===== src/rtl/dps_pkg.sv =====
// Package for the DMA page burst splitter: constants, types and sequencer program.
`default_nettype none

package dps_pkg;

  localparam int unsigned PAGE_BYTES      = 4096;
  localparam int unsigned PAGE_LOG2       = $clog2(PAGE_BYTES);
  localparam int unsigned MAX_PAGE_COUNT  = 524288;
  localparam int unsigned MAX_BURST_BEATS = 256;
  localparam int unsigned MAX_RESULTS     = 16;

  localparam int unsigned FRAME_W = 36;
  localparam int unsigned ADDR_W  = 48;
  localparam int unsigned SIZE_W  = 32;
  localparam int unsigned UNIT_W  = 3;
  localparam int unsigned BM1_W   = 8;
  localparam int unsigned LEN_W   = PAGE_LOG2 + 1;
  localparam int unsigned TAKE_W  = $clog2(MAX_BURST_BEATS) + 1;
  localparam int unsigned CNT_W   = $clog2(MAX_RESULTS);
  localparam int unsigned MASK_W  = (1 << UNIT_W) - 1;

  localparam logic [UNIT_W-1:0] UNIT_LOG2_RESET = UNIT_W'(4);
  localparam logic [SIZE_W:0]   MAX_TRANSFER_BYTES =
      (SIZE_W+1)'(MAX_PAGE_COUNT) * (SIZE_W+1)'(PAGE_BYTES);

  typedef enum logic [1:0] {
    ERR_NONE  = 2'd0,
    ERR_ALIGN = 2'd1,
    ERR_SIZE  = 2'd2
  } err_e;

  typedef enum logic [2:0] {
    S_IDLE,
    S_CHECK,
    S_PREP,
    S_BURST,
    S_ERR
  } step_e;

  typedef enum logic [2:0] {
    COND_IN_VALID,
    COND_CHK_ERR,
    COND_SKIP,
    COND_BURST_DONE,
    COND_OUT_FREE
  } cond_e;

  typedef struct packed {
    logic  in_ready;
    logic  check;
    logic  prep;
    logic  emit_burst;
    logic  emit_err;
    cond_e cond;
    step_e jump;
    step_e next;
  } ctl_t;

  // Sequencer program: jump when the condition holds, else go to next.
  function automatic ctl_t seq_rom(step_e s);
    ctl_t w;
    w = '{in_ready: 1'b0, check: 1'b0, prep: 1'b0, emit_burst: 1'b0, emit_err: 1'b0,
          cond: COND_IN_VALID, jump: S_IDLE, next: S_IDLE};
    case (s)
      S_IDLE: begin
        w.in_ready = 1'b1;
        w.cond     = COND_IN_VALID;
        w.jump     = S_CHECK;
        w.next     = S_IDLE;
      end
      S_CHECK: begin
        w.check = 1'b1;
        w.cond  = COND_CHK_ERR;
        w.jump  = S_ERR;
        w.next  = S_PREP;
      end
      S_PREP: begin
        w.prep = 1'b1;
        w.cond = COND_SKIP;
        w.jump = S_IDLE;
        w.next = S_BURST;
      end
      S_BURST: begin
        w.emit_burst = 1'b1;
        w.cond       = COND_BURST_DONE;
        w.jump       = S_IDLE;
        w.next       = S_BURST;
      end
      S_ERR: begin
        w.emit_err = 1'b1;
        w.cond     = COND_OUT_FREE;
        w.jump     = S_IDLE;
        w.next     = S_ERR;
      end
      default: begin
        w.cond = COND_IN_VALID;
        w.jump = S_IDLE;
        w.next = S_IDLE;
      end
    endcase
    return w;
  endfunction

endpackage

`default_nettype wire


===== src/rtl/dma_page_burst_splitter.sv =====
// DMA page burst splitter: microcoded sequencer that cuts page frames into bursts.
`default_nettype none

// Each accepted page frame transaction runs through a small program: accept, check the
// transfer start, set up the page, then one burst per cycle while the output register
// can take it, up to 16 bursts per page. An error goes from the check to an error step
// that issues its one result. A page with nothing left to move returns to idle after
// the set-up step, and one whose length rounds down to zero beats after unit_log2 was
// widened mid transfer also passes through the burst step without a result. The burst
// step issues through a single output register, which sets the pace under backpressure.
// unit_log2 may be rewritten between transactions through cfg_we_i / cfg_wdata_i.
module dma_page_burst_splitter (
  input  wire logic                            clk_i,
  input  wire logic                            rst_ni,
  input  wire logic                            cfg_we_i,
  input  wire logic [dps_pkg::UNIT_W-1:0]      cfg_wdata_i,
  input  wire logic                            in_valid_i,
  output logic                                 in_ready_o,
  input  wire logic                            first_page_i,
  input  wire logic [dps_pkg::PAGE_LOG2-1:0]   start_offset_i,
  input  wire logic [dps_pkg::SIZE_W-1:0]      transfer_size_i,
  input  wire logic [dps_pkg::FRAME_W-1:0]     page_frame_i,
  output logic                                 out_valid_o,
  input  wire logic                            out_ready_i,
  output logic [dps_pkg::ADDR_W-1:0]           burst_address_o,
  output logic [dps_pkg::BM1_W-1:0]            beats_minus_one_o,
  output logic [1:0]                           error_code_o,
  output logic                                 last_of_page_o,
  output logic                                 last_of_transfer_o
);

  dps_pkg::step_e step_q, step_d;
  dps_pkg::ctl_t  ctl;

  logic [dps_pkg::UNIT_W-1:0]    unit_q;
  logic                          first_q;
  logic [dps_pkg::PAGE_LOG2-1:0] offs_q;
  logic [dps_pkg::SIZE_W-1:0]    size_q;
  logic [dps_pkg::FRAME_W-1:0]   frame_q;
  dps_pkg::err_e                 err_q;

  logic [dps_pkg::SIZE_W-1:0]    remaining_q;
  logic [dps_pkg::PAGE_LOG2-1:0] page_offset_q;
  logic                          aborted_q;

  logic [dps_pkg::LEN_W-1:0]     beats_q;
  logic [dps_pkg::ADDR_W-1:0]    addr_q;
  logic [dps_pkg::CNT_W-1:0]     burst_cnt_q;

  logic                          out_valid_q;
  logic [dps_pkg::ADDR_W-1:0]    out_addr_q;
  logic [dps_pkg::BM1_W-1:0]     out_bm1_q;
  dps_pkg::err_e                 out_err_q;
  logic                          out_lp_q;
  logic                          out_lt_q;

  logic                          in_fire;
  logic                          slot_free;
  logic [dps_pkg::MASK_W-1:0]    unit_mask;
  logic                          over_limit;
  logic                          misaligned;
  logic                          chk_err;
  logic                          skip;
  logic [dps_pkg::LEN_W-1:0]     avail;
  logic [dps_pkg::LEN_W-1:0]     len;
  logic [dps_pkg::TAKE_W-1:0]    take;
  logic                          burst_last;
  logic                          burst_done;
  logic                          emit;
  logic                          emit_e;
  logic                          cond_true;

  // Sequencer
  always_ff @(posedge clk_i or negedge rst_ni) begin
    if (!rst_ni) begin
      step_q <= dps_pkg::S_IDLE;
    end else begin
      step_q <= step_d;
    end
  end

  always_comb begin
    ctl = dps_pkg::seq_rom(step_q);
    case (ctl.cond)
      dps_pkg::COND_IN_VALID:   cond_true = in_valid_i;
      dps_pkg::COND_CHK_ERR:    cond_true = chk_err;
      dps_pkg::COND_SKIP:       cond_true = skip;
      dps_pkg::COND_BURST_DONE: cond_true = burst_done;
      dps_pkg::COND_OUT_FREE:   cond_true = slot_free;
      default:                  cond_true = 1'b1;
    endcase
    step_d = cond_true ? ctl.jump : ctl.next;
  end

  // Datapath
  assign in_ready_o = ctl.in_ready;
  assign in_fire    = in_valid_i && in_ready_o;
  assign slot_free  = !out_valid_q || out_ready_i;

  assign unit_mask  = dps_pkg::MASK_W'((8'd1 << unit_q) - 8'd1);
  assign over_limit = {1'b0, size_q} > dps_pkg::MAX_TRANSFER_BYTES;
  assign misaligned = ((offs_q[dps_pkg::MASK_W-1:0] & unit_mask) != '0) ||
                      ((size_q[dps_pkg::MASK_W-1:0] & unit_mask) != '0);
  assign chk_err    = first_q && (over_limit || misaligned);
  assign skip       = aborted_q || (remaining_q == '0);

  assign avail = dps_pkg::LEN_W'(dps_pkg::PAGE_BYTES) - {1'b0, page_offset_q};
  assign len   = (dps_pkg::SIZE_W'(avail) > remaining_q) ?
                 remaining_q[dps_pkg::LEN_W-1:0] : avail;

  assign take = (beats_q > dps_pkg::LEN_W'(dps_pkg::MAX_BURST_BEATS)) ?
                dps_pkg::TAKE_W'(dps_pkg::MAX_BURST_BEATS) :
                dps_pkg::TAKE_W'(beats_q);
  assign burst_last = (dps_pkg::LEN_W'(take) == beats_q) ||
                      (burst_cnt_q == dps_pkg::CNT_W'(dps_pkg::MAX_RESULTS - 1));
  // A page that rounds to zero beats finishes without a result.
  assign burst_done = (beats_q == '0) || (slot_free && burst_last);
  assign emit       = ctl.emit_burst && (beats_q != '0) && slot_free;
  assign emit_e     = ctl.emit_err && slot_free;

  always_ff @(posedge clk_i or negedge rst_ni) begin
    if (!rst_ni) begin
      unit_q        <= dps_pkg::UNIT_LOG2_RESET;
      remaining_q   <= '0;
      page_offset_q <= '0;
      aborted_q     <= 1'b0;
      out_valid_q   <= 1'b0;
    end else begin
      if (cfg_we_i) begin
        unit_q <= cfg_wdata_i;
      end
      if (ctl.check && first_q) begin
        if (chk_err) begin
          remaining_q   <= '0;
          page_offset_q <= '0;
          aborted_q     <= 1'b1;
        end else begin
          remaining_q   <= size_q;
          page_offset_q <= offs_q;
          aborted_q     <= 1'b0;
        end
      end
      if (ctl.prep && !skip) begin
        remaining_q   <= remaining_q - dps_pkg::SIZE_W'(len);
        page_offset_q <= '0;
      end
      if (emit || emit_e) begin
        out_valid_q <= 1'b1;
      end else if (out_ready_i) begin
        out_valid_q <= 1'b0;
      end
    end
  end

  always_ff @(posedge clk_i) begin
    if (in_fire) begin
      first_q <= first_page_i;
      offs_q  <= start_offset_i;
      size_q  <= transfer_size_i;
      frame_q <= page_frame_i;
    end
    if (ctl.check) begin
      err_q <= over_limit ? dps_pkg::ERR_SIZE : dps_pkg::ERR_ALIGN;
    end
    if (ctl.prep) begin
      beats_q     <= len >> unit_q;
      addr_q      <= {frame_q, page_offset_q};
      burst_cnt_q <= '0;
    end
    if (emit) begin
      // Advance to the next burst of this page.
      beats_q     <= beats_q - dps_pkg::LEN_W'(take);
      addr_q      <= addr_q + (dps_pkg::ADDR_W'(take) << unit_q);
      burst_cnt_q <= burst_cnt_q + dps_pkg::CNT_W'(1);
      out_addr_q  <= addr_q;
      out_bm1_q   <= dps_pkg::BM1_W'(take - dps_pkg::TAKE_W'(1));
      out_err_q   <= dps_pkg::ERR_NONE;
      out_lp_q    <= burst_last;
      out_lt_q    <= burst_last && (remaining_q == '0);
    end
    if (emit_e) begin
      out_addr_q <= '0;
      out_bm1_q  <= '0;
      out_err_q  <= err_q;
      out_lp_q   <= 1'b1;
      out_lt_q   <= 1'b1;
    end
  end

  assign out_valid_o        = out_valid_q;
  assign burst_address_o    = out_addr_q;
  assign beats_minus_one_o  = out_bm1_q;
  assign error_code_o       = out_err_q;
  assign last_of_page_o     = out_lp_q;
  assign last_of_transfer_o = out_lt_q;

  // Assertions
  a_err_result_shape: assert property (@(posedge clk_i) disable iff (!rst_ni)
    out_valid_o && (error_code_o != dps_pkg::ERR_NONE) |->
      last_of_page_o && last_of_transfer_o && (beats_minus_one_o == '0))
    else $error("error transaction with wrong flags");

  a_xfer_implies_page: assert property (@(posedge clk_i) disable iff (!rst_ni)
    out_valid_o && last_of_transfer_o |-> last_of_page_o)
    else $error("last of transfer without last of page");

  a_accept_to_check: assert property (@(posedge clk_i) disable iff (!rst_ni)
    in_fire |=> (step_q == dps_pkg::S_CHECK))
    else $error("accepted transaction not checked");

  a_no_accept_busy: assert property (@(posedge clk_i) disable iff (!rst_ni)
    (step_q == dps_pkg::S_BURST) && emit && !burst_last |=>
      (step_q == dps_pkg::S_BURST) && !in_ready_o)
    else $error("burst sequence cut short");

endmodule

`default_nettype wire


===== config.mk =====
export PLATFORM = sky130hd
export DESIGN_NAME = dma_page_burst_splitter
export DESIGN_NICKNAME = d
export VERILOG_FILES = /design/src/rtl/dps_pkg.sv /design/src/rtl/dma_page_burst_splitter.sv
export SDC_FILE = /design/constraint.sdc
export NUM_CORES = 1
export LEC_CHECK = 0
export ABC_AREA = 1
export BUFFER_PORTS_ARGS = -buffer_cell sky130_fd_sc_hd__buf_2
export CAP_MARGIN = 30
export CORE_UTILIZATION = 64
export CTS_CLUSTER_SIZE = 20
export DETAILED_ROUTE_END_ITERATION = 12
export GPL_TIMING_DRIVEN = 0
export PLACE_DENSITY = 0.86
export SETUP_SLACK_MARGIN = 0.15
export SYNTH_ARGS = -nofsm -noshare
export SYNTH_HDL_FRONTEND = slang
export SYNTH_SLANG_ARGS = --single-unit

===== constraint.sdc =====
create_clock -name clk_i -period 6.95 [get_ports clk_i]
set_input_delay 1.7375 -clock clk_i [delete_from_list [all_inputs] [get_ports clk_i]]
set_output_delay 1.7375 -clock clk_i [all_outputs]
set_load 0.01 [all_outputs]

==> impl_results.md <==
* Total Neg Setup Slack at 0 ns
* DRC at 0
* First-pass GRT wire length at about 66 mm
* Top-area cell type share of the netlist area at 0.308
* RSZ-0062 raised after global routing: false
* Setup bufs post-CTS at 0
* Max_cap viols at 0
* Top-count cell post-synth: nand2_1
* Worst setup EP type: flip-flop
* CTS tree: yes
* GR Util met3 at 0.0448
* Post-route ant nets at 0
* Slew @ Worst Pin at between 0.9 and 1 ns
* Via count at 13831
* Worst VDD drop at 0.000339 V
* CP max stage cell: o21ai_0
* Final layout net count at about 2200
* Number of flops mapped to enable cells by yosys at 150
* Synth Area in Adders at 0.0395
* Area contributors post-synth: edfxtp_1 31%, nand2_1 11%, dfrtp_1 8.7%
* Wire length per cell at 18.3 um
* Slew HR at 0.396
* Final setup viols at 0
* Initial DRC count at 1368
* Post-CTS Hold Fix Bufs at 0
* Die width at 153 um
* CORE AREA at 0.0221 mm2
* Final Cycle Share at 0.813
* Total global routing overflow at 0
* Crit Path Category: reg -> reg
* Final GP Congestion at between 1 and 1.5
* Share of post-route cells with drive strength above 1 at 0.120
* Netlist cell types at 57
* Top cells by count, synth: 411 x nand2_1, 260 x nor2_1, 203 x inv_1
* Clock sink count at 260
* Sequential element share of the synthesized area at 0.477
* Clk_lat worst skew at 0.54 ns
* Syn. warnings at 0
* Pins Over Slew Limit at 0
* Worst path required time at 7.38 ns
* Status: finished clean
* Worst Setup Start Kind: flip-flop
* Largest net degree at the start of global routing at 66
* # IOs at 151
* CTS root buf: clkbuf_16
* Worst Hold Class: reg -> reg
* Syn Area/Cell at 7.96 um2
* Vias in the first global route at ~13000
* Most used DFF post-synth: edfxtp_1
* Minimum clock period at 5.65 ns
* Std cell rows at 54
* Max Clk Rate at 177 MHz
* M2 GR Usage at 0.624
* Dpl cells at 2268
* Async SR Flop Fraction at 0.200
* Xor/xnor cell area share of the yosys netlist at 0.0198
* Gr usage total at 0.362
* #FFs+latches synth at 260
* Crit-path leading delay family: simple AND/OR/NAND/NOR gates
* GR peak layer: met2
* Cell area after synthesis at between 0.01 and 0.015 mm2
* Starting density of the core at 0.662
* Design Power at 7.90 mW
* Die Ht at around 150 um
* Drt via density at 5.97
* Clk slew on worst S/H paths at 0.07 ns
* Slowest cell delay on critical path at between 0.4 and 0.5 ns
* CTS Buffer Depth at 3
* Post-Route WL at approximately 42 mm
* Area growth syn-to-layout at 13.7%
* Leading area contributor after synthesis: edfxtp_1
* Fin. Hold Viols at 0
* Post-synthesis simple-gate area fraction at 0.273
* CTS resizes at 0
* Critical Path AT at between 6 and 7 ns
* Port bufs at 150
* Leak Pwr at 7.45 nW
* Worst-path maximum fanout at 10
* Post-layout util at 0.752
* Full die area at 0.0234 mm2
* Final cell count without fillers at 2318
* Ant diodes at 0
* H-tree levels at 1
* First drt pass iteration count at 6
* Multiplexer share of the synthesized area at 0.00274
* Initial antenna violation count at 0
* Gate Count Post-Synth at 1836
* Compound-Gate Fraction of Synth Area at 0.116
* GRT met1 Usage at 0.460
* Synthesized Nets at about 2000
* Filler Cells Inserted at 1667
* Pwr Density at 475 mW/mm2
* Dpl hpwl at 31.9 mm
* Clk_skew at 0.0171 ns
* Most used cell, CP: nand2_1
* Buf+Inv Stages, Crit Path at 4
* Total CTS buffers at 27
* Largest family of logic cells by synthesized area: simple AND/OR/NAND/NOR gates
==> per-stage QoR <==
step           worst slack, ns  hold slack (ns)  cell area (um2)
3_5_place_dp              1.51            0.473            15800
5_1_grt                  0.917            0.502            16600
2_1_floorplan             2.41            0.430            14600
4_1_cts                   1.47            0.487            16600
3_3_place_gp             0.854            0.465            15700
6_report                  1.30            0.491            16600
==> layout by cell type, fill, tap and decap left out, drive strengths merged, types with 2 or more instances in the layout <==
| cell | netlist | final |
|---|---|---|
| xor2 | 23 | 23 |
| nor2 | 268 | 268 |
| nand4 | 34 | 34 |
| or2 | 5 | 5 |
| o211ai | 21 | 21 |
| edfxtp | 150 | 150 |
| nor4 | 18 | 18 |
| a31oi | 12 | 12 |
| nand3b | 4 | 4 |
| nand2 | 417 | 417 |
| nor3 | 26 | 26 |
| o31ai | 5 | 5 |
| clkinvlp | 0 | 2 |
| a22oi | 4 | 4 |
| clkinv | 3 | 8 |
| dfrtp | 51 | 51 |
| a221o | 2 | 2 |
| o21bai | 2 | 2 |
| buf | 16 | 168 |
| o22ai | 9 | 9 |
| a21o | 4 | 4 |
| inv | 211 | 212 |
| a21oi | 51 | 51 |
| xnor2 | 10 | 10 |
| fa | 2 | 2 |
| o2111ai | 2 | 2 |
| bufinv | 0 | 2 |
| dfxtp | 58 | 58 |
| ha | 43 | 43 |
| clkbuf | 44 | 84 |
| nand3 | 148 | 148 |
| o21ai | 163 | 163 |
| o221ai | 13 | 13 |
| o21a | 2 | 2 |
| and2 | 2 | 2 |
| mux2i | 4 | 4 |
==> power breakdown <==
group	switching (mW)	leakage, nW	total, mW	internal, mW
registers	0.407	2.56	2.73	2.32
clock network	0.589	0.406	1.40	0.814
logic	2.53	4.48	3.77	1.24
total	3.53	7.45	7.90	4.37
==> cell type report <==
| type | instances | area [um2] | area share |
|---|---|---|---|
| flip-flops and latches | 260 | 6970 | 0.419 |
| multi-input cells | 1302 | 6600 | 0.397 |
| inverters | 214 | 806 | 0.0485 |
| repair buffers | 152 | 791 | 0.0476 |
| clock buffers | 40 | 744 | 0.0448 |
| well taps | 280 | 350 | 0.0211 |
| plain buffers | 60 | 250 | 0.0151 |
| clock inverters | 10 | 105 | 0.00632 |
==> worst paths after layout <==
kind,from,to,slack [ns],cells past startpoint
worst max-delay path,page_offset_q[1],remaining_q[14],1.30,31
worst min-delay path,aborted_q,aborted_q,0.49,2
worst max register to register,page_offset_q[1],remaining_q[14],1.30,31
worst min register to register,aborted_q,aborted_q,0.49,2
max in group asynchronous,rst_ni,unit_q[2],5.19,2
min in group asynchronous,rst_ni,remaining_q[22],1.13,1
==> state kept, by name (all words and copies together), names as in the netlist <==
register,count
addr_q,48
burst_address_o,48
frame_q,36
remaining_q,32
size_q,32
beats_q,13
offs_q,12
page_offset_q,12
beats_minus_one_o,8
burst_cnt_q,4
step_q,3
unit_q,3
err_q,2
error_code_o,2
aborted_q,1
first_q,1
last_of_page_o,1
last_of_transfer_o,1
out_valid_o,1
==> kinds of logic (layout without fill, tap and decap cells) <==
logic type / count (synthesis) / in the layout
flops: 260 / 260
simple gates: 925 / 925
other cells: 1 / 1
compound gates: 294 / 294
xor+xnor: 33 / 33
mux: 4 / 4
buf+inv: 274 / 476
fa+ha+maj: 45 / 45
==> tightest hold or removal path: cells and delay by family (launching register included) <==
family | cells | cell delay, ns
and+or+nand+nor | 2 | 0.11
DFF | 1 | 0.35
==> layer usage <==
layer,up-vias,part of all wire
met5,-,0
li1,6559,-
met2,782,0.47
met1,6356,0.40
met4,0,0.045
met3,134,0.087
No activity file was read; power rests on OpenSTA's default activity.
